==> config.mk <==
export PLATFORM = sky130hd
export DESIGN_NAME = rlpm_ram
export DESIGN_NICKNAME = d
export VERILOG_FILES = /design/src/rlpm_ram.sv
export SDC_FILE = /design/constraint.sdc
export NUM_CORES = 1
export LEC_CHECK = 0
export BUFFER_PORTS_ARGS = -buffer_cell sky130_fd_sc_hd__buf_2
export CAP_MARGIN = 15
export CORE_MARGIN = 2
export CORE_UTILIZATION = 60
export DETAILED_ROUTE_END_ITERATION = 8
export PLACE_DENSITY = 0.86
export SYNTH_ARGS = -nofsm -noshare
export SYNTH_HDL_FRONTEND = slang
export SYNTH_SLANG_ARGS = --single-unit
==> constraint.sdc <==
create_clock -name clock -period 2.15 [get_ports clock]
set_clock_uncertainty 0.15 [all_clocks]
set_input_delay 0.1075 -clock clock [delete_from_list [all_inputs] [get_ports clock]]
set_output_delay 0.1075 -clock clock [all_outputs]
set_load 0.01 [all_outputs]
==> src/rlpm_ram.sv <==
// Generic one-write, one-read RAM with registered read data.
// Depends on nothing.
`timescale 1ns / 1ps
module rlpm_ram #(
   parameter int WIDTH = 8,
   parameter int DEPTH = 64,
   parameter int ADDR_BITS = $clog2(DEPTH)
) (
   input logic clock,
   input logic we,
   input logic [ADDR_BITS-1:0] waddr,
   input logic [WIDTH-1:0] wdata,
   input logic [ADDR_BITS-1:0] raddr,
   output logic [WIDTH-1:0] rdata
);
   logic [WIDTH-1:0] mem [DEPTH];
   logic [WIDTH-1:0] rdata_ff;

   always_ff @(posedge clock) begin
      if (we) begin
         mem[waddr] <= wdata;
      end
      rdata_ff <= mem[raddr];
   end

   assign rdata = rdata_ff;
endmodule

==> flow_metrics.py <==
metrics = {
    "sta": {
        "rsz0062_at_grt": "false",
        "worst_slack_ps": 16.5,
        "slew_violations": 0,
        "setup_viol": 0,
        "clock.fmax_ghz": 0.469,
        "relSlewSlack_pct": 44.2,
        "worst_pin_slew_ps": 837,
        "hold_ws_ps": 29.8,
        "period_share_pct": 99.2,
        "hold_viol": 0,
        "fin_crit_ps": 2130,
    },
    "power_and_ir_drop": {
        "leakage_nw": 7.62,
        "power_w": 0.0206,
        "power.density_nw_per_um2": 880,
        "vdd.ir_drop.worst_mv": 0.547,
    },
    "flow_run": {
        "maxCapViolCount": 0,
    },
    "logic_synthesis": {
        "synth_top_area_share_pct": 76.2,
        "synthArstFlopShare_pct": 0,
        "synth_ff_type": "edfxtp_1",
        "synth_top_area_cell": "edfxtp_1",
        "synth_xor_area_share_pct": 0,
        "synth_area_per_cell_um2": 21.5,
        "synth_top_family_by_area": "multiplexers",
        "synth_seq_cells": 520,
        "synth-simple-area-share_pct": 3.39,
        "synthTopCellsByArea": "edfxtp_1 76%, mux4_2 14%, nor2_1 1.5%, mux2i_1 1.1%, dfxtp_1 0.79%",
        "synth_edf_count": 512,
        "synth_area_um2": 20200,
        "synth_compound_area_share_pct": 2.07,
        "yosysWarningCount": 0,
        "synth-seq-area-share_pct": 77.0,
        "synth_mux_area_share_pct": 15.9,
        "synthAdderAreaFrac_pct": 0,
        "syn_nets": 962,
        "postSynthCellCount": 940,
        "synth_cell_types": 40,
    },
    "floorplanning": {
        "dieArea_um2": 35100,
        "die-width_um": 187,
        "die_y_um": 187,
        "io_pins": 30,
        "start_util_pct": 60.6,
        "rows": 67,
        "core_um2": 33300,
    },
    "setup_path": {
        "worstReg2RegEnd": "rdata[7]",
        "max_stage_delay_ps": 510,
        "crit_arrival_ps": 2400,
        "startpoint_type": "flip-flop",
        "timing.critical_path.mode_cell": "mux4_2",
        "crit_fanout": 1,
        "worstSetupStartpoint": "mem[52][7]",
        "worstPathRequired_ps": 2420,
        "path_cells": "mux4_2 > mux4_2 > o21ai_0 > nand2_1",
        "cp-end-kind": "flip-flop",
        "rr_worst_depth": 4,
        "r2r_slack_ps": 20,
        "worstSetupPathType": "flip-flop to flip-flop",
        "slowest_stage": "mux4_2",
        "reg2reg_from": "mem[52][7]",
    },
    "layout": {
        "layout.nets": 1140,
        "multi_input_area_um2": 4340,
        "fillers": 1859,
        "drive_gt1_share_pct": 32.9,
        "layout.cells.non_filler": 1605,
        "area_delta_synth_final_pct": 15.9,
        "seq_area_um2": 15500,
    },
    "min_path": {
        "min_from": "wdata[2]",
        "hp-class": "input port to flip-flop",
        "min_path_cells": 1,
        "hold_end": "mem[15][2]",
    },
    "clock_tree": {
        "clock_latency_ps": 550,
        "clk_pin_slew_ps": 60,
        "cts_max_path_buffers": 3,
        "htree_levels": 2,
        "cts_tree": "yes",
        "cts_sinks": 520,
        "clock-root-buffer": "clkbuf_16",
        "numCtsBuffers": 49,
        "post_cts_buffers": 0,
    },
    "drt": {
        "drcViolationCount": 0,
        "drt-total-wl_um": 46700,
        "drtPass1Iterations": 5,
        "detail-route-antenna-nets": 0,
        "viasPerCell": 6.52,
        "drtIter0Drc": 1508,
        "num_vias": 10500,
        "avgRoutedWirePerCell_um": 29.1,
    },
    "global_route": {
        "grt_pass1_vias": 10600,
        "grt_usage_pct": 27.2,
        "grt_pass1_wl_um": 69100,
        "antenna_found_initial": 4,
        "grt.overflow.total": 0,
        "grt_max_degree": 65,
    },
    "placed_design": {
        "dp_hpwl_um": 29100,
        "place_congestion": 0.852,
        "post-place-ws_ps": -279,
        "dp_cells": 1511,
        "port_buffers": 29,
    },
    "outcome": {
        "status": "completed",
    },
}
==> what timing repair did <==
item,4_1_cts,5_1_grt
hold endpoints to repair,128,0
pin swaps,0,1
gates resized for setup,4,0
hold buffers,4,0
setup endpoints to repair,3,1
==> state kept, by name (all words and copies together) (netlist names) <==
signal,flops
mem,512
rdata,8
==> layout make-up <==
type                            instances  area share (%)
Antenna cell                            3          0.0321
Clock buffer                           59            5.41
Clock inverter                         28           0.958
Multi-Input combinational cell        369            18.6
Sequential cell                       520            66.4
Tap cell                              448            2.40
Timing Repair Buffer                  178            6.20
==> cells in the mapped netlist, types with 3 or more instances <==
cell type	instances
a211oi_1	4
a21oi_1	3
a221oi_1	6
a22oi_1	3
buf_1	4
buf_2	11
buf_4	13
buf_6	4
clkbuf_1	17
dfxtp_1	8
edfxtp_1	512
mux2_2	13
mux2i_1	23
mux4_2	126
nand2_1	19
nand2b_1	7
nand3_1	13
nand3b_1	3
nor2_1	83
nor2b_1	14
nor3_1	7
o2111ai_1	3
o221ai_1	8
o22ai_1	8
o2bb2ai_1	3
==> power breakdown <==
group	total (W)	leakage [nW]	internal, W	switching (W)
clock network	0.00814	0.727	0.00464	0.00350
logic	0.00117	2.22	0.000491	0.000681
registers	0.0113	4.67	0.0112	0.0000387
==> kinds of logic (layout without fill, tap and decap cells) <==
kind of cell / count (synthesis) / in the layout
AND/OR/NAND/NOR: 153 / 153
multiplexers: 162 / 162
buffers and inverters: 51 / 265
other: 0 / 3
AO/OA/AOI/OAI: 54 / 54
flip-flops: 520 / 520
==> through the flow <==
step | area [um2] | TNS, ps | utilization, %
finish | 23400 | 0 | 70.2
global route | 23400 | 0 | 70.2
CTS | 23400 | 0 | 70.2
detailed placement | 21800 | -1180 | 65.6
global placement | 21800 | -844 | 65.6
floorplan | 20200 | 0 | -
==> layer usage <==
metal	vias to the layer above	global-route usage, %	part of all wire, %
met5	-	0	0.028
met4	2	9.25	3.6
met3	123	5.22	11
met2	685	44.1	49
met1	5363	37.8	37
li1	4287	-	-
==> worst max path at each step <==
stage,endpoint,slack (ps),cells after the start
floorplan,rdata[3],220,7
global placement,rdata[4],-210,8
detailed placement,rdata[7],-280,6
CTS,rdata[7],6,4
global route,rdata[7],5,4
finish,rdata[7],20,4
==> worst max-delay path, delay by kind of cell (launching register included) <==
family / cells / cell delay, ps
flip-flops: 1 / 390
multiplexers: 2 / 990
AO/OA/AOI/OAI: 1 / 380
AND/OR/NAND/NOR: 1 / 110
==> cells in the final DEF (no fill, tap or decap), types with 3 or more instances in the layout <==
cell type / instances
o22ai_1: 8
a21oi_1: 3
mux2_2: 13
nor2b_1: 14
diode_2: 3
bufinv_16: 4
mux2i_1: 23
mux4_2: 126
a221oi_1: 5
a22oi_1: 3
buf_4: 134
nor2_1: 83
buf_2: 26
o2111ai_1: 3
clkinv_1: 15
edfxtp_1: 512
dlygate4sd3_1: 4
clkbuf_1: 10
nor3_1: 5
dfxtp_1: 8
o2bb2ai_1: 3
clkinv_2: 8
clkbuf_16: 49
a211oi_1: 4
nand3_1: 13
o221ai_1: 8
nand2_1: 19
buf_12: 13
nand3b_1: 3
nand2b_1: 7
No activity file was read; power rests on OpenSTA's default activity.
